--- src/rtl/smas_pkg.sv ---
`timescale 1ns / 1ps
package smas_pkg;

  localparam int MAX_WIDTH    = 1024;
  localparam int MAX_HEIGHT   = 1024;
  localparam int COL_W        = $clog2(MAX_WIDTH);
  localparam int ROW_W        = $clog2(MAX_HEIGHT);
  localparam int SIZE_W       = 11;
  localparam int PIX_W        = 8;
  localparam int GRAD_W       = 11;
  localparam int CORDIC_STEPS = 58;
  localparam int STEP_W       = $clog2(CORDIC_STEPS);
  localparam int PRESCALE     = 42;

  localparam logic [SIZE_W-1:0] WIDTH_RESET  = 11'd640;
  localparam logic [SIZE_W-1:0] HEIGHT_RESET = 11'd480;
  localparam logic [7:0]        THR_RESET    = 8'd75;

  // angle code bounds: phi >= sign(m)*floor(|m|*ANG_NUM*2^60/ANG_DEN), m = 100k - ANG_OFS
  localparam logic [30:0] ANG_DEN = 31'd1275000000;
  localparam logic signed [19:0] ANG_NUM = 20'sd314159;
  localparam logic signed [16:0] ANG_OFS = 17'sd12751;

  typedef enum logic [1:0] {
    REG_FRAME_WIDTH  = 2'd0,
    REG_FRAME_HEIGHT = 2'd1,
    REG_ANGLE_THR    = 2'd2,
    REG_NONE         = 2'd3
  } reg_index_t;

  typedef enum logic {
    FR_IDLE,
    FR_CALC
  } front_state_t;

  typedef enum logic [2:0] {
    BK_IDLE,
    BK_CORDIC,
    BK_MUL_LO,
    BK_MUL_HI,
    BK_SEARCH,
    BK_EMIT
  } back_state_t;

  // One interior result and the output positions it covers.
  typedef struct packed {
    logic signed [GRAD_W-1:0] sx;
    logic signed [GRAD_W-1:0] sy;
    logic [7:0]               mag;
    logic                     need_angle;
    logic [ROW_W-1:0]         row_a;
    logic [ROW_W-1:0]         row_b;
    logic                     two_rows;
    logic [COL_W-1:0]         col_a;
    logic [COL_W-1:0]         col_b;
    logic                     two_cols;
    logic                     frame_end;
  } job_t;

  typedef logic signed [63:0] atan_tab_t [CORDIC_STEPS];

  // unsigned quotient by shift and subtract, used for building constants only
  function automatic logic [63:0] udiv64(input logic [63:0] num, input logic [63:0] den);
    logic [63:0] q;
    logic [64:0] r;
    q = '0;
    r = '0;
    for (int b = 63; b >= 0; b--) begin
      r = {r[63:0], num[b]};
      if (r >= {1'b0, den}) begin
        r    = r - {1'b0, den};
        q[b] = 1'b1;
      end
    end
    return q;
  endfunction

  // atan(2^-i) in Q60 by the alternating series, i >= 1
  function automatic logic signed [63:0] atan_pow2(input int i);
    logic [63:0]        p;
    logic signed [63:0] sum;
    logic [63:0]        n;
    logic [63:0]        t;
    p   = 64'd1 << (60 - i);
    sum = '0;
    n   = '0;
    while (p != 0) begin
      t = udiv64(p, (n << 1) + 64'd1);
      if (n[0] == 1'b0) sum = sum + $signed(t);
      else sum = sum - $signed(t);
      p = p >> (2 * i);
      n = n + 1;
    end
    return sum;
  endfunction

  function automatic logic signed [63:0] atan_recip5();
    logic [63:0]        p;
    logic signed [63:0] sum;
    logic [63:0]        n;
    logic [63:0]        t;
    p   = udiv64(64'd1 << 60, 64'd5);
    sum = '0;
    n   = '0;
    while (p != 0) begin
      t = udiv64(p, (n << 1) + 64'd1);
      if (n[0] == 1'b0) sum = sum + $signed(t);
      else sum = sum - $signed(t);
      p = udiv64(p, 64'd25);
      n = n + 1;
    end
    return sum;
  endfunction

  function automatic logic signed [63:0] atan_recip239();
    logic [63:0]        p;
    logic signed [63:0] sum;
    logic [63:0]        n;
    logic [63:0]        t;
    p   = udiv64(64'd1 << 60, 64'd239);
    sum = '0;
    n   = '0;
    while (p != 0) begin
      t = udiv64(p, (n << 1) + 64'd1);
      if (n[0] == 1'b0) sum = sum + $signed(t);
      else sum = sum - $signed(t);
      p = udiv64(p, 64'd57121);
      n = n + 1;
    end
    return sum;
  endfunction

  // pi/4 by Machin's formula
  function automatic logic signed [63:0] atan_one();
    return 64'sd4 * atan_recip5() - atan_recip239();
  endfunction

  function automatic atan_tab_t build_atan_tab();
    atan_tab_t tab;
    tab[0] = atan_one();
    for (int i = 1; i < CORDIC_STEPS; i++) tab[i] = atan_pow2(i);
    return tab;
  endfunction

  localparam atan_tab_t ATAN_TAB = build_atan_tab();
  localparam logic signed [63:0] PI_Q60 = atan_one() <<< 2;

endpackage

--- src/rtl/smas_queue.sv ---
`timescale 1ns / 1ps
module smas_queue import smas_pkg::*; (
  input  logic clk,
  input  logic rst,
  input  logic push,
  input  job_t push_job,
  output logic full,
  input  logic pop,
  output job_t head_job,
  output logic empty
);

  job_t       slots [2];
  logic       wr_ptr;
  logic       rd_ptr;
  logic [1:0] fill;

  assign full     = (fill == 2'd2);
  assign empty    = (fill == 2'd0);
  assign head_job = slots[rd_ptr];

  always_ff @(posedge clk) begin
    if (push && !full) slots[wr_ptr] <= push_job;
  end

  always_ff @(posedge clk) begin
    if (rst) begin
      wr_ptr <= 1'b0;
      rd_ptr <= 1'b0;
      fill   <= 2'd0;
    end else begin
      if (push && !full) wr_ptr <= ~wr_ptr;
      if (pop && !empty) rd_ptr <= ~rd_ptr;
      case ({push && !full, pop && !empty})
        2'b10:   fill <= fill + 2'd1;
        2'b01:   fill <= fill - 2'd1;
        default: fill <= fill;
      endcase
    end
  end

endmodule

--- config.mk ---
export PLATFORM = sky130hd
export DESIGN_NAME = smas_queue
export DESIGN_NICKNAME = d
export VERILOG_FILES = /design/src/rtl/smas_pkg.sv /design/src/rtl/smas_queue.sv
export SDC_FILE = /design/constraint.sdc
export NUM_CORES = 1
export LEC_CHECK = 0
export ABC_AREA = 1
export BUFFER_PORTS_ARGS = -buffer_cell sky130_fd_sc_hd__buf_2
export CAP_MARGIN = 15
export CORE_MARGIN = 3
export CORE_UTILIZATION = 45
export DETAILED_ROUTE_END_ITERATION = 6
export PLACE_DENSITY = 0.69
export SLEW_MARGIN = 20
export SYNTH_ARGS = -nofsm -noshare
export SYNTH_HDL_FRONTEND = slang
export SYNTH_SLANG_ARGS = --single-unit
--- constraint.sdc ---
create_clock -name clk -period 7.25 [get_ports clk]
set_input_delay 1.45 -clock clk [delete_from_list [all_inputs] [get_ports clk]]
set_output_delay 1.45 -clock clk [all_outputs]
set_load 0.02 [all_outputs]
# ---- After elaboration in Yosys (flattened, before gate mapping)
# Memory sizes are Yosys's and may differ from the RTL's. A register that Yosys moved wholly into a read port is not among the register bits.
# Index checks and enable logic that the tools add are counted.
dict set report op_classes {
  muxes 5
  bitwise_logic 2
  eq_ne 3
  reduce_logical 6
  n_addsub 2
}
# operator count
set op_table {}
lappend op_table {{$eq A2 B2 Y1 const B} 2}
lappend op_table {{$mux W1} 4}
lappend op_table {{$pmux W2 S2} 1}
lappend op_table {{$add A2 B1 Y2 const B} 1}
lappend op_table {{$eq A2 B1 Y1 const B} 1}
lappend op_table {{$logic_and A1 B1 Y1} 2}
lappend op_table {{$logic_not A1 Y1} 2}
lappend op_table {{$logic_not A2 Y1} 1}
lappend op_table {{$not A1 Y1} 2}
lappend op_table {{$reduce_bool A2 Y1} 1}
lappend op_table {{$sub A2 B1 Y2 const B} 1}
dict set report word_totals {
  word_cells 22
  regBits 4
  mem_bits_rw 148
  inputBits 78
  out_inout_bits 76
  n_memories 1
}
# name words width read_ports rd_ports_with_merged_regs write_ports line_no
set mem_list {}
lappend mem_list {slots 2 74 1 1 1 smas_queue.sv:13} ;# job_t slots [2];

# ---- Logic depth before layout (Yosys ltp)
dict set report depth {
  ltp_word 5
  mapped_depth 10
}

# ---- Least setup slack after synthesis
# Ideal clock, no wire load.
dict set report synth_path {
  path_type {in2reg}
  start {input push}
  end {memory slots[0][0] in the netlist's numbering, enable pin}
  n_path_buf 0
  setup_slack_ns 1.953
  arrival_ns 4.790
  cell_stages 4
  cell_sequence {inv_1 nor2_1 inv_1 nor2_1}
}
dict set report synth_between {
  elab_chain_cells 3
}
# item line_no
set synth_rtl {}
lappend synth_rtl {{start, declared} smas_queue.sv:5} ;# input logic push,
lappend synth_rtl {{$logic_and A1 B1 Y1} smas_queue.sv:23} ;# if (push && !full) slots[wr_ptr] <= push_job;
lappend synth_rtl {{$mux W1} smas_queue.sv:23}
lappend synth_rtl {{$mux W1 (implied by the code)} smas_queue.sv:23}
lappend synth_rtl {{end, declared} smas_queue.sv:13}
# Every way passes these cells.

==> results.yml <==
grt:
  globalRouteMet2Util_pct: 24.2
  met3_usage_pct: 5.14
  grt_max_degree: 51
  grt.overflow.total: 0
  grt_pass1_wl_um: 15900
  grt_util_met1_pct: 17.2
  grt.total_usage_pct: 14.6
  antenna_found_initial: 0
  grt_pass1_vias: 3118
  grt_busiest_layer: "met2"
routing:
  drc: 0
  first_pass_iters: 4
  wl_per_cell_um: 16.2
  viasPerCell: 4.74
  drt_iter0_drc: 168
  wl_um: 10000
  num_vias: 2928
  drtAntennaViolNets: 0
worst_setup_path:
  critPathLaunchType: "flip-flop"
  path_class: "reg2out"
  crit_required_ns: 5.80
  crit_path_end_kind: "primary output"
  arrival_ns: 2.44
  cp_max_fo: 44
cells_and_area:
  layout_common_cells: "buf_2, edfxtp_1, mux2_4"
  diodes: 0
  area_delta_synth_final_pct: 25.5
  fillers: 974
  drive_above_1_share_pct: 58.0
  fin_util_pct: 59.2
  layout_commonest_cell: "buf_2"
  final_nets: 516
clock_tree:
  htreeDepth: 4
  post_cts_buffers: 0
  cts_tree: "yes"
  cts_resized: 0
  hold_buffers: 0
  clkTransAtPathRegs_ns: 0.06
  cts_buffer_depth: 2
  cts_root_buf: "clkbuf_16"
  clock_latency_ns: 0.41
  clock-sinks: 153
  numCtsBuffers: 17
yosys:
  seq_area_frac_synth_pct: 77.9
  synth_compound_area_share_pct: 0.172
  synthMuxAreaShare_pct: 18.2
  synthSimpleGateAreaFrac_pct: 1.52
  synth_fp_nets: 349
  synth_cell_type_count: 13
  ys_seq_elements: 153
  synth_xor_area_share_pct: 0
  netlist_area_um2: 5830
  synth_top_family_by_area: "multiplexers"
  synthCells: 270
  yosysWarningCount: 0
  avgSynthCellArea_um2: 21.6
  yosys.area_share.adder_pct: 0.215
timing:
  setup_viol: 0
  layout_min_cycle_time_ns: 3.89
  layout_setup_ws_ns: 3.36
  tightestPinTransition_ns: 0.780
  slew_violations: 0
  slew_headroom_pct: 48.0
  finalCritPeriodShare_pct: 53.7
  skew_ns: 0.00455
  setup_tns_ns: 0
  rsz0062_at_grt: "no"
  hold_viol: 0
  maxClockFrequency_ghz: 0.257
outcome:
  status: "finished clean"
place:
  hpwlAfterDp_um: 6550
  port_buffers: 153
  gp_congestion: 0.700
  pre_cts_slack_ns: 3.66
power_and_ir_drop:
  p_leak_nw: 2.89
  ir_drop_uv: 180
  power.density_nw_per_um2: 336
floorplanning:
  start_util_pct: 47.2
  die_area_um2: 14400
  die_y_um: 120
  num_io_pins: 154
  num_rows: 40
  die_w_um: 120
  core_area_um2: 12400
job:
  maxCapViolCount: 0
worst_hold_path:
  hold_class: "reg2reg"
flip-flops by register name (all words and copies together), names as in the netlist, named ones only:
| signal | flops |
|---|---|
| wr_ptr | 1 |
| rd_ptr | 1 |
| fill | 2 |
| slots | 148 |
through the flow:
| step | hold slack [ns] | power (mW) | area [um2] | cells |
|---|---|---|---|---|
| floorplan | 0.467 | 1.53 | 5830 | 270 |
| global placement | 0.480 | 1.66 | 6760 | 586 |
| detailed placement | 0.489 | 1.67 | 6760 | 586 |
| CTS | 0.503 | 2.50 | 7320 | 618 |
| global route | 0.552 | 2.57 | 7320 | 618 |
| finish | 0.496 | 2.46 | 7320 | 618 |
cell families after synthesis:
| logic type | Yosys count |
|---|---|
| buffers and inverters | 17 |
| AO/OA/AOI/OAI | 2 |
| multiplexers | 74 |
| adder cells (fa/ha/maj) | 1 |
| flip-flops | 153 |
| AND/OR/NAND/NOR | 23 |
routing by layer:
layer / vias to the layer above / wire [um]
met5: - / 0
met4: 0 / 180
met3: 16 / 770
met2: 121 / 5010
met1: 1419 / 4050
li1: 1372 / -
worst max-delay path: stages (launching register included):
cell and delay (ns):
dfxtp_4 0.70, buf_4 0.71, mux2_2 0.42, buf_2 0.16
report_power, final:
part | switching [mW] | internal [mW]
logic | 0.287 | 0.227
clock network | 0.318 | 0.501
registers | 0.0435 | 1.08
cell usage after synthesis:
library cell,number,area (um2)
edfxtp_1,148,4440
mux2_4,60,901
mux2_2,14,158
nor2_1,14,52.6
inv_1,9,33.8
nand2_1,8,30.0
buf_6,7,78.8
dfxtp_1,5,100
a21oi_1,1,5.00
buf_2,1,5.00
ha_1,1,12.5
nand4_1,1,6.26
o21ai_0,1,5.00
final cells by class:
| type | instances | area (um2) | share of cell area, % |
|---|---|---|---|
| Timing Repair Buffer | 156 | 788 | 10.8 |
| Sequential cell | 153 | 4550 | 62.1 |
| Inverter | 9 | 35.0 | 0.479 |
| Clock buffer | 18 | 429 | 5.86 |
| Clock inverter | 14 | 131 | 1.79 |
| Tap cell | 168 | 210 | 2.87 |
| Multi-Input combinational cell | 100 | 1180 | 16.1 |
final timing paths:
check / to / cells after the start / slack, ns / from
worst min-delay path: flip-flop / 2 / 0.50 / rd_ptr
worst max register to register: slots[0][5] / 5 / 4.79 / fill[0]
worst min register to register: flip-flop / 2 / 0.50 / rd_ptr
worst max-delay path: head_job[61] / 3 / 3.36 / flip-flop
Power figures use the tool's default switching activity.
