$ cat src/rtl/smas_pkg.sv
`timescale 1ns / 1ps
package smas_pkg;

  localparam int MAX_WIDTH    = 1024;
  localparam int MAX_HEIGHT   = 1024;
  localparam int COL_W        = $clog2(MAX_WIDTH);
  localparam int ROW_W        = $clog2(MAX_HEIGHT);
  localparam int SIZE_W       = 11;
  localparam int PIX_W        = 8;
  localparam int GRAD_W       = 11;
  localparam int CORDIC_STEPS = 58;
  localparam int STEP_W       = $clog2(CORDIC_STEPS);
  localparam int PRESCALE     = 42;

  localparam logic [SIZE_W-1:0] WIDTH_RESET  = 11'd640;
  localparam logic [SIZE_W-1:0] HEIGHT_RESET = 11'd480;
  localparam logic [7:0]        THR_RESET    = 8'd75;

  // angle code bounds: phi >= sign(m)*floor(|m|*ANG_NUM*2^60/ANG_DEN), m = 100k - ANG_OFS
  localparam logic [30:0] ANG_DEN = 31'd1275000000;
  localparam logic signed [19:0] ANG_NUM = 20'sd314159;
  localparam logic signed [16:0] ANG_OFS = 17'sd12751;

  typedef enum logic [1:0] {
    REG_FRAME_WIDTH  = 2'd0,
    REG_FRAME_HEIGHT = 2'd1,
    REG_ANGLE_THR    = 2'd2,
    REG_NONE         = 2'd3
  } reg_index_t;

  typedef enum logic {
    FR_IDLE,
    FR_CALC
  } front_state_t;

  typedef enum logic [2:0] {
    BK_IDLE,
    BK_CORDIC,
    BK_MUL_LO,
    BK_MUL_HI,
    BK_SEARCH,
    BK_EMIT
  } back_state_t;

  // One interior result and the output positions it covers.
  typedef struct packed {
    logic signed [GRAD_W-1:0] sx;
    logic signed [GRAD_W-1:0] sy;
    logic [7:0]               mag;
    logic                     need_angle;
    logic [ROW_W-1:0]         row_a;
    logic [ROW_W-1:0]         row_b;
    logic                     two_rows;
    logic [COL_W-1:0]         col_a;
    logic [COL_W-1:0]         col_b;
    logic                     two_cols;
    logic                     frame_end;
  } job_t;

  typedef logic signed [63:0] atan_tab_t [CORDIC_STEPS];

  // unsigned quotient by shift and subtract, used for building constants only
  function automatic logic [63:0] udiv64(input logic [63:0] num, input logic [63:0] den);
    logic [63:0] q;
    logic [64:0] r;
    q = '0;
    r = '0;
    for (int b = 63; b >= 0; b--) begin
      r = {r[63:0], num[b]};
      if (r >= {1'b0, den}) begin
        r    = r - {1'b0, den};
        q[b] = 1'b1;
      end
    end
    return q;
  endfunction

  // atan(2^-i) in Q60 by the alternating series, i >= 1
  function automatic logic signed [63:0] atan_pow2(input int i);
    logic [63:0]        p;
    logic signed [63:0] sum;
    logic [63:0]        n;
    logic [63:0]        t;
    p   = 64'd1 << (60 - i);
    sum = '0;
    n   = '0;
    while (p != 0) begin
      t = udiv64(p, (n << 1) + 64'd1);
      if (n[0] == 1'b0) sum = sum + $signed(t);
      else sum = sum - $signed(t);
      p = p >> (2 * i);
      n = n + 1;
    end
    return sum;
  endfunction

  function automatic logic signed [63:0] atan_recip5();
    logic [63:0]        p;
    logic signed [63:0] sum;
    logic [63:0]        n;
    logic [63:0]        t;
    p   = udiv64(64'd1 << 60, 64'd5);
    sum = '0;
    n   = '0;
    while (p != 0) begin
      t = udiv64(p, (n << 1) + 64'd1);
      if (n[0] == 1'b0) sum = sum + $signed(t);
      else sum = sum - $signed(t);
      p = udiv64(p, 64'd25);
      n = n + 1;
    end
    return sum;
  endfunction

  function automatic logic signed [63:0] atan_recip239();
    logic [63:0]        p;
    logic signed [63:0] sum;
    logic [63:0]        n;
    logic [63:0]        t;
    p   = udiv64(64'd1 << 60, 64'd239);
    sum = '0;
    n   = '0;
    while (p != 0) begin
      t = udiv64(p, (n << 1) + 64'd1);
      if (n[0] == 1'b0) sum = sum + $signed(t);
      else sum = sum - $signed(t);
      p = udiv64(p, 64'd57121);
      n = n + 1;
    end
    return sum;
  endfunction

  // pi/4 by Machin's formula
  function automatic logic signed [63:0] atan_one();
    return 64'sd4 * atan_recip5() - atan_recip239();
  endfunction

  function automatic atan_tab_t build_atan_tab();
    atan_tab_t tab;
    tab[0] = atan_one();
    for (int i = 1; i < CORDIC_STEPS; i++) tab[i] = atan_pow2(i);
    return tab;
  endfunction

  localparam atan_tab_t ATAN_TAB = build_atan_tab();
  localparam logic signed [63:0] PI_Q60 = atan_one() <<< 2;

endpackage

$ cat src/rtl/smas_back.sv
`timescale 1ns / 1ps
module smas_back import smas_pkg::*; (
  input  logic             clk,
  input  logic             rst,
  input  logic             q_empty,
  input  job_t             head_job,
  output logic             pop,
  output logic             out_valid,
  input  logic             out_ready,
  output logic [7:0]       out_mag,
  output logic [7:0]       out_angle,
  output logic [ROW_W-1:0] out_row,
  output logic [COL_W-1:0] out_col,
  output logic             out_last
);

  back_state_t state, state_next;

  job_t               job;
  logic signed [63:0] x, y, z, off;
  logic [STEP_W-1:0]  iter;
  logic [62:0]        prod_lo;
  logic signed [95:0] prod;
  logic [7:0]         code;
  logic [2:0]         sbit;
  logic               ri, ci;

  logic signed [63:0] phi;
  logic signed [63:0] xs, ys;
  logic signed [62:0] prod_hi;
  logic [7:0]         cand;
  logic signed [16:0] mval;
  logic signed [36:0] sval;
  logic signed [95:0] bound;
  logic               hit;
  logic               load;
  logic               last_res;

  function automatic logic signed [63:0] shr_s(input logic signed [63:0] v,
                                               input logic [STEP_W-1:0] s);
    logic [63:0] mag;
    logic [63:0] r;
    mag = v[63] ? 64'(-v) : 64'(v);
    r   = mag >> s;
    return v[63] ? -$signed(r) : $signed(r);
  endfunction

  assign pop = (state == BK_IDLE) && !q_empty;

  always_comb begin
    phi     = z + off;
    xs      = shr_s(x, iter);
    ys      = shr_s(y, iter);
    prod_hi = $signed(phi[63:32]) * $signed({1'b0, ANG_DEN});
    cand    = code | (8'd1 << sbit);
    mval    = $signed({1'b0, 16'(cand) * 16'd100}) - ANG_OFS;
    sval    = mval * ANG_NUM;
    bound   = {{2{sval[33]}}, sval[33:0], 60'b0};
    hit     = mval[16] ? (prod >= bound)
                       : (prod + $signed({65'b0, ANG_DEN}) > bound);
    load     = (state == BK_EMIT) && (!out_valid || out_ready);
    last_res = (ri == job.two_rows) && (ci == job.two_cols);
  end

  always_ff @(posedge clk) begin
    if (rst) state <= BK_IDLE;
    else state <= state_next;
  end

  always_comb begin
    state_next = state;
    case (state)
      BK_IDLE: begin
        if (!q_empty) begin
          if (!head_job.need_angle) state_next = BK_EMIT;
          else if (head_job.sx == '0 && head_job.sy == '0) state_next = BK_MUL_LO;
          else state_next = BK_CORDIC;
        end
      end
      BK_CORDIC: if (iter == STEP_W'(CORDIC_STEPS - 1)) state_next = BK_MUL_LO;
      BK_MUL_LO: state_next = BK_MUL_HI;
      BK_MUL_HI: state_next = BK_SEARCH;
      BK_SEARCH: if (sbit == 3'd0) state_next = BK_EMIT;
      BK_EMIT:   if (load && last_res) state_next = BK_IDLE;
      default:   state_next = BK_IDLE;
    endcase
  end

  always_ff @(posedge clk) begin
    case (state)
      BK_IDLE: begin
        job  <= head_job;
        iter <= '0;
        z    <= '0;
        code <= '0;
        ri   <= 1'b0;
        ci   <= 1'b0;
        if (head_job.sx[GRAD_W-1]) begin
          x   <= 64'(-64'(head_job.sx)) <<< PRESCALE;
          y   <= 64'(-64'(head_job.sy)) <<< PRESCALE;
          off <= head_job.sy[GRAD_W-1] ? -PI_Q60 : PI_Q60;
        end else begin
          x   <= 64'(head_job.sx) <<< PRESCALE;
          y   <= 64'(head_job.sy) <<< PRESCALE;
          off <= '0;
        end
      end
      BK_CORDIC: begin
        if (!y[63]) begin
          x <= x + ys;
          y <= y - xs;
          z <= z + ATAN_TAB[iter];
        end else begin
          x <= x - ys;
          y <= y + xs;
          z <= z - ATAN_TAB[iter];
        end
        iter <= iter + STEP_W'(1);
      end
      BK_MUL_LO: prod_lo <= phi[31:0] * ANG_DEN;
      BK_MUL_HI: begin
        prod <= $signed({33'b0, prod_lo}) + $signed({prod_hi[62], prod_hi, 32'b0});
        code <= '0;
        sbit <= 3'd7;
      end
      BK_SEARCH: begin
        if (hit) code <= cand;
        sbit <= sbit - 3'd1;
      end
      BK_EMIT: begin
        if (load) begin
          if (ci == job.two_cols) begin
            ci <= 1'b0;
            ri <= ~ri;
          end else begin
            ci <= ~ci;
          end
        end
      end
      default: ;
    endcase
  end

  // output register
  always_ff @(posedge clk) begin
    if (rst) begin
      out_valid <= 1'b0;
    end else if (load) begin
      out_valid <= 1'b1;
    end else if (out_ready) begin
      out_valid <= 1'b0;
    end
  end

  always_ff @(posedge clk) begin
    if (load) begin
      out_mag   <= job.mag;
      out_angle <= job.need_angle ? code : 8'd0;
      out_row   <= ri ? job.row_b : job.row_a;
      out_col   <= ci ? job.col_b : job.col_a;
      out_last  <= job.frame_end && last_res;
    end
  end

endmodule

$ cat config.mk
export PLATFORM = sky130hd
export DESIGN_NAME = smas_back
export DESIGN_NICKNAME = d
export VERILOG_FILES = /design/src/rtl/smas_pkg.sv /design/src/rtl/smas_back.sv
export SDC_FILE = /design/constraint.sdc
export NUM_CORES = 2
export LEC_CHECK = 0
export ABC_AREA = 0
export ABC_CLOCK_PERIOD_IN_PS = 14730
export CORE_MARGIN = 4
export CORE_UTILIZATION = 57
export CTS_BUF_LIST = sky130_fd_sc_hd__clkbuf_8
export DETAILED_ROUTE_END_ITERATION = 7
export DONT_BUFFER_PORTS = 1
export PLACE_DENSITY = 0.76
export SYNTH_ARGS = -nofsm -noshare
export SYNTH_HDL_FRONTEND = slang
export SYNTH_SLANG_ARGS = --single-unit
$ cat constraint.sdc
create_clock -name clk -period 14.73 [get_ports clk]
set_input_delay 3.6825 -clock clk [delete_from_list [all_inputs] [get_ports clk]]
set_output_delay 3.6825 -clock clk [all_outputs]
set_load 0.02 [all_outputs]
# --- Word level (Yosys, flattened, before mapping) ---
# Memory sizes are Yosys's and may differ from the RTL's.
# Index checks and enable logic that the tools add are counted.
totals:
  regBits: 521
  latch_bits: 0
  ramBits: 0
  mem_bits_ro: 4096
  inputBits: 78
  out_inout_bits: 39
  elab_cells: 135
  mem_count: 1
mem_list:
  columns: ["name", "depth", "width", "read_ports", "rd_ports_with_merged_regs", "write_ports", "line", "rtl"]
  rows:
  - ["(no name shown)", 64, 64, 1, 0, 0, "smas_back.sv:116", "z <= z - ATAN_TAB[iter];"]
op_classes:
  n_addsub: 18
  multipliers: 4
  n_div: 0
  magnitude_cmp: 3
  n_eq_ne: 15
  shift: 3
  n_mux: 37
  n_bitwise: 4
  n_reduce_logical: 23
op_table:
  columns: ["operator", "n"]
  rows:
  - ["64-bit 2-to-1 mux", 12]
  - ["64-bit one-hot mux with 2 select lines", 3]
  - ["64-bit adder", 4]
  - ["64-bit negator", 4]
  - ["64-bit subtractor", 3]
  - ["64-bit by 6-bit right shift with 64-bit output", 2]
  - ["64-bit by 95-bit adder with 96-bit output", 1]
  - ["96-bit by 32-bit adder with 96-bit output (second input constant)", 1]
  - ["96-bit by 94-bit >= comparator with 1-bit output", 1]
  - ["96-bit by 94-bit greater-than comparator with 1-bit output", 1]
  - ["32-bit by 25-bit multiplier with 57-bit output (second input constant)", 1]
  - ["32-bit by 26-bit multiplier with 57-bit output (second input constant)", 1]
  - ["11-bit negator with 22-bit output", 2]
  - ["16-bit by 20-bit multiplier with 34-bit output (second input constant)", 1]
  - ["11-bit logical NOT", 2]
  - ["10-bit 2-to-1 mux", 2]
  - ["3-bit one-hot mux with 6 select lines", 1]
  - ["8-bit one-hot mux with 2 select lines", 1]
  - ["15-bit by 14-bit subtractor with 16-bit output (second input constant)", 1]
  - ["3-bit 2-to-1 mux", 5]
  - ["8-bit by 5-bit multiplier with 13-bit output (second input constant)", 1]
  - ["6-bit one-hot mux with 2 select lines", 1]
  - ["2-bit inequality test (second input constant)", 5]
  - ["2-bit nonzero test", 5]
  - ["other kinds (26)", 46]

# --- Longest topological paths before layout ---
logic_depth:
  word_depth: 9
  ltp_mapped: 59
  ltp_nobuf: 59

# --- Worst setup path before layout ---
# OpenSTA, ideal clock, no wires.
synth_timing:
  path_type: "reg2reg"
  startpoint: "register off[62]"
  endpoint: "register prod[91], data pin"
  setup_ns: 0.261
  arrival_time_ns: 14.225
  required_time_ns: 14.469
  setup_slack_ns: 0.245
  path_stages_with_launch: 43
  path_buffers: 0
  period_less_slack_ns: 14.485
  cell_sequence: "edfxtp_1 > fa_1 > a21o_1 > a21oi_1 > o21bai_1 > a21oi_1 > o21bai_1 > o41ai_1 > o31ai_1 > a21oi_1 > a211oi_1 > nor3_1 > o31ai_1 > and3_1 > o41ai_1 > o311ai_0 > a31oi_1 > xnor2_1 > [7 not listed] > fa_1 > inv_1 > fa_1 > fa_1 > ha_1 > a21oi_1 > nand2_1 > nor2_1 > o211ai_1 > a2111oi_0 > o31ai_1 > a21oi_1 > xnor2_1 > or4_1 > or2_2 > nor2_1 > nand3_1 > xnor2_1"
synth_between:
  elab_chain_cells: 3
synth_lines:
  columns: ["element", "line", "rtl"]
  rows:
  - ["from (decl)", "smas_back.sv:20", "logic signed [63:0] x, y, z, off;"]
  - ["from (signal assigned)", "smas_back.sv:101", "off <= head_job.sy[GRAD_W-1] ? -PI_Q60 : PI_Q60;"]
  - ["64-bit adder", "smas_back.sv:51", "phi = z + off;"]
  - ["32-bit by 26-bit multiplier with 57-bit output", "smas_back.sv:54", "prod_hi = $signed(phi[63:32]) * $signed({1'b0, ANG_DEN});"]
  - ["64-bit by 95-bit adder with 96-bit output", "smas_back.sv:122", "prod <= $signed({33'b0, prod_lo}) + $signed({prod_hi[62], prod_hi, 32'b0});"]
  - ["to (signal assigned)", "smas_back.sv:122", null]
  - ["to (decl)", "smas_back.sv:23", "logic signed [95:0] prod;"]
# No other way between the ends.
# A chain may end at the register's enable or synchronous reset.

# --- Worst setup path after layout ---
layout_timing:
  startpoint: "register x[21]"
  endpoint: "register y[61], data pin"
layout_between:
  elab_chain_cells: 8
  word_cells_on_any_way: 9
  cone_classes: "add/sub (4); shift (1); mux (4)"
layout_lines:
  columns: ["element", "line", "rtl"]
  rows:
  - ["from (decl)", "smas_back.sv:20", null]
  - ["from (signal assigned)", "smas_back.sv:99", "x <= 64'(-64'(head_job.sx)) <<< PRESCALE;"]
  - ["from (signal assigned)", "smas_back.sv:103", "x <= 64'(head_job.sx) <<< PRESCALE;"]
  - ["from (signal assigned)", "smas_back.sv:110", "x <= x + ys;"]
  - ["64-bit negator", "smas_back.sv:43", "mag = v[63] ? 64'(-v) : 64'(v);"]
  - ["64-bit 2-to-1 mux *", "smas_back.sv:43", null]
  - ["64-bit by 6-bit right shift with 64-bit output *", "smas_back.sv:44", "r = mag >> s;"]
  - ["64-bit negator", "smas_back.sv:45", "return v[63] ? -$signed(r) : $signed(r);"]
  - ["64-bit 2-to-1 mux *", "smas_back.sv:45", null]
  - ["64-bit subtractor or 64-bit adder (tied branches)", "smas_back.sv:111, smas_back.sv:115", null]
  - ["64-bit 2-to-1 mux *", "smas_back.sv:109", "if (!y[63]) begin"]
  - ["64-bit one-hot mux with 2 select lines *", "smas_back.sv:90", "case (state)"]
  - ["to (signal assigned)", "smas_back.sv:100", "y <= 64'(-64'(head_job.sy)) <<< PRESCALE;"]
  - ["to (signal assigned)", "smas_back.sv:111", "y <= y - xs;"]
  - ["to (signal assigned)", "smas_back.sv:115", "y <= y + xs;"]
  - ["to (decl)", "smas_back.sv:20", null]
# Mark *: on every way between the ends. The rest lies on a longest branch, timed or not.

==> results.py <==
metrics = {
    "sta": {
        "final.period_utilization_pct": 96.68,
        "timing.final.max_slew_violations": 13,
        "skew_ns": 0.05987,
        "period_minus_slack_ns": 14.24,
        "worst_slew_pin_slew_ns": 1.538,
        "fin_worst_hold_slack_ns": 0.3890,
        "max-slew-margin-rel_pct": -2.691,
        "report.final.hold_viol_count": 0,
        "final-setup-viol-count": 0,
        "setup_slack_ns": 0.4897,
        "fmax_mhz": 70.22,
    },
    "critical_path": {
        "setup.reg_to_reg.worst_slack_ns": 0.49,
        "r2r_start": "x[21]",
        "critical_path.reg2reg.endpoint": "y[61]",
        "crit_path_max_fanout": 13,
        "critPathCaptureType": "flip-flop",
        "criticalPathCategory": "reg -> reg",
        "timing.reg2reg.worst_path_depth": 35,
        "critical_path_required_ns": 15.31,
        "worst_ep_arrival_time_ns": 14.82,
        "start_kind": "flip-flop",
        "worst_path_max_delay_cell": "a211oi_2",
        "slowest_delay_ns": 1.17,
    },
    "synth": {
        "combinational_family_with_the_most_area_after_synthesis": "adder cells",
        "post_synth.cell_area_avg_um2": 8.520,
        "synthDistinctLibCells": 145,
        "postSynthRegisterBits": 454,
        "post_synth_edffs": 450,
        "synth_compound_area_share_pct": 19.67,
        "synth_ff_type": "edfxtp_1",
        "post_synth_and_or_nand_nor_area_fraction_pct": 18.04,
        "yosys.area_share.adder_pct": 31.90,
        "synth_seq_area_share_pct": 13.48,
        "yosys.area_share.xor_xnor_pct": 6.533,
        "syn_area_um2": 100800,
        "muxShareOfSynthArea_pct": 2.246,
        "total_of_warnings_raised_by_yosys": 0,
        "synthesis.instances": 11834,
        "ys_async_sr_fraction_pct": 0,
    },
    "clock_tree": {
        "tritoncts.num_buffers": 88,
        "cts.sink_count": 454,
        "cts_tree": "yes",
        "cts-htree-levels": 3,
        "path_clk_slew_ns": 0.07,
        "clkLatencyLatePin_ns": 0.90,
        "cts_max_path_buffers": 3,
        "clk_root_buffer_cell": "clkbuf_8",
        "cts_hold_repair.buffers": 0,
    },
    "min_path": {
        "hold_depth": 0,
        "min_delay_worst_endpoint": "prod[11]",
        "hold_class": "reg -> reg",
        "hold_path_startpoint": "prod_lo[11]",
    },
    "floorplanning": {
        "number_of_primary_i_o_pins": 117,
        "initial_core_util_pct": 57.31,
        "die-width_um": 428.6,
        "die-height_um": 428.6,
        "floorplan.die_area_um2": 183700,
        "fp.coreArea_um2": 175900,
        "std_cell_rows": 154,
    },
    "routing": {
        "drt_pass1_iterations": 8,
        "drt_iter0_drc": 13257,
        "post-route-drc-count": 1,
        "route.detailed.vias_per_inst": 7.004,
        "route.vias.total": 99068,
        "drt-total-wl_mm": 445.1,
        "drt-wirelength-per-cell_um": 31.47,
        "route.antenna.remaining_nets": 0,
    },
    "global_route": {
        "via_count_of_the_first_global_routing_pass": 98741,
        "grt_max_degree": 132,
        "overflow_after_grt": 0,
        "gr-usage-all-layers_pct": 47.21,
        "antenna_violations_before_repair": 35,
        "wire_length_of_the_first_global_routing_pass_mm": 649.6,
    },
    "cells_and_area": {
        "fillers": 14860,
        "final_cells": 14145,
        "finalInstanceArea_um2": 106100,
        "highest_count_cells_in_the_layout_ignoring_fill_and_taps": "inv_1 (1,592), ha_1 (1,059), fa_1 (942)",
        "synthToLayoutAreaGrowth_pct": 5.252,
        "final_common_cell": "inv_1",
        "post_route_cells_drive_above_1_share_pct": 7.343,
        "finish.net_count": 13785,
    },
    "outcome": {
        "violated_checks": "DRC, capacitance limit, slew limit",
        "run_status": "finished with violations",
    },
    "place": {
        "detailed_place_hpwl_mm": 353.5,
        "numPortBuffers": 0,
        "dpl_worst_slack_ns": -0.02026,
        "post-place-cells": 13947,
        "gpl.final_weighted_congestion": 1.132,
        "dpl-instance-area_um2": 104000,
    },
    "job": {
        "timing.max_cap.violations": 1,
    },
}
-- metrics by stage --
step           utilization, %  TNS (ns)
2_1_floorplan               -         0
3_3_place_gp            59.13         0
3_5_place_dp            59.13   -0.1616
4_1_cts                 60.19         0
5_1_grt                 60.29   -0.4539
6_report                60.32         0
-- worst max-delay path by stage --
stage | startpoint | end | slack [ns] | depth (start not counted)
5_1_grt | sbit[0] | code[6] | -0.07 | 57
4_1_cts | sbit[0] | code[6] | 0.009 | 57
2_1_floorplan | off[62] | prod[91] | 0.24 | 42
3_3_place_gp | sbit[0] | code[1] | 0.38 | 55
6_report | x[21] | y[61] | 0.49 | 35
3_5_place_dp | sbit[0] | code[4] | -0.02 | 56
-- worst max-delay path, delay by kind of cell, from the launching register on --
family / cells / cell delay, ns
AND/OR/NAND/NOR: 14 / 6.04
adder cells (fa/ha/maj): 2 / 0.72
XOR/XNOR: 2 / 0.77
flip-flops: 1 / 0.66
AO/OA/AOI/OAI: 17 / 5.65
-- metal layers --
metal	up-vias	global-route usage [%]	share of wire, %
met1	47782	53.47	35
li1	42073	-	-
met3	2366	13.38	11
met4	32	38.84	11
met2	6815	74.19	44
met5	-	0.07806	0.057
-- layout make-up --
class                           instances  area [µm²]  area share (%)
Sequential cell                       454       13590           12.81
Timing Repair Buffer                  307        2416           2.277
Clock buffer                           90        1239           1.167
Antenna cell                           25       62.56         0.05895
Tap cell                             2340        2928           2.759
Multi-Input combinational cell       9273       79330           74.76
Clock inverter                         75       611.8          0.5766
Inverter                             1581        5939           5.597
-- cells by family after synthesis --
group / Yosys count
AO/OA/AOI/OAI: 2827
XOR/XNOR: 752
adder cells (fa/ha/maj): 2006
buffers and inverters: 2110
flip-flops: 454
multiplexers: 192
other: 2
AND/OR/NAND/NOR: 3491
-- cells in the mapped netlist, types with 107 or more instances --
cell type / number / area (µm²)
a211oi_1: 133 / 998.5
a21o_1: 221 / 1659
a21oi_1: 614 / 3073
a31oi_1: 168 / 1051
and2_1: 108 / 675.7
and3_1: 127 / 794.5
buf_2: 107 / 535.5
clkbuf_1: 331 / 1242
edfxtp_1: 450 / 13510
fa_1: 942 / 18860
ha_1: 1060 / 13260
inv_1: 1577 / 5919
mux2i_1: 107 / 1071
nand2_1: 714 / 2680
nand2b_1: 127 / 794.5
nand3_1: 319 / 1597
nand4_1: 134 / 838.3
nor2_1: 879 / 3299
nor3_1: 335 / 1677
nor4_1: 129 / 807.0
o211ai_1: 121 / 908.4
o21ai_0: 425 / 2127
or3_1: 121 / 757.0
xnor2_1: 468 / 4099
xor2_1: 284 / 2487
-- repair_timing --
action	CTS	global route
setup buffers	0	5
gates resized for setup	3	15
cloned	0	0
pin swaps	0	1
endpoints found under the setup margin	8	18
-- registers in the layout (all words and copies together) (netlist names), 3 cells and up --
register / cells
sbit: 3
out_row: 10
iter: 6
prod_lo: 57
out_mag: 8
job: 52
out_angle: 8
x: 64
state: 3
off: 3
y: 64
z: 64
out_col: 10
prod: 90
code: 8
Power is not shown: default switching activity piles up to over one toggle a cycle in this logic, so the estimate is an artifact.
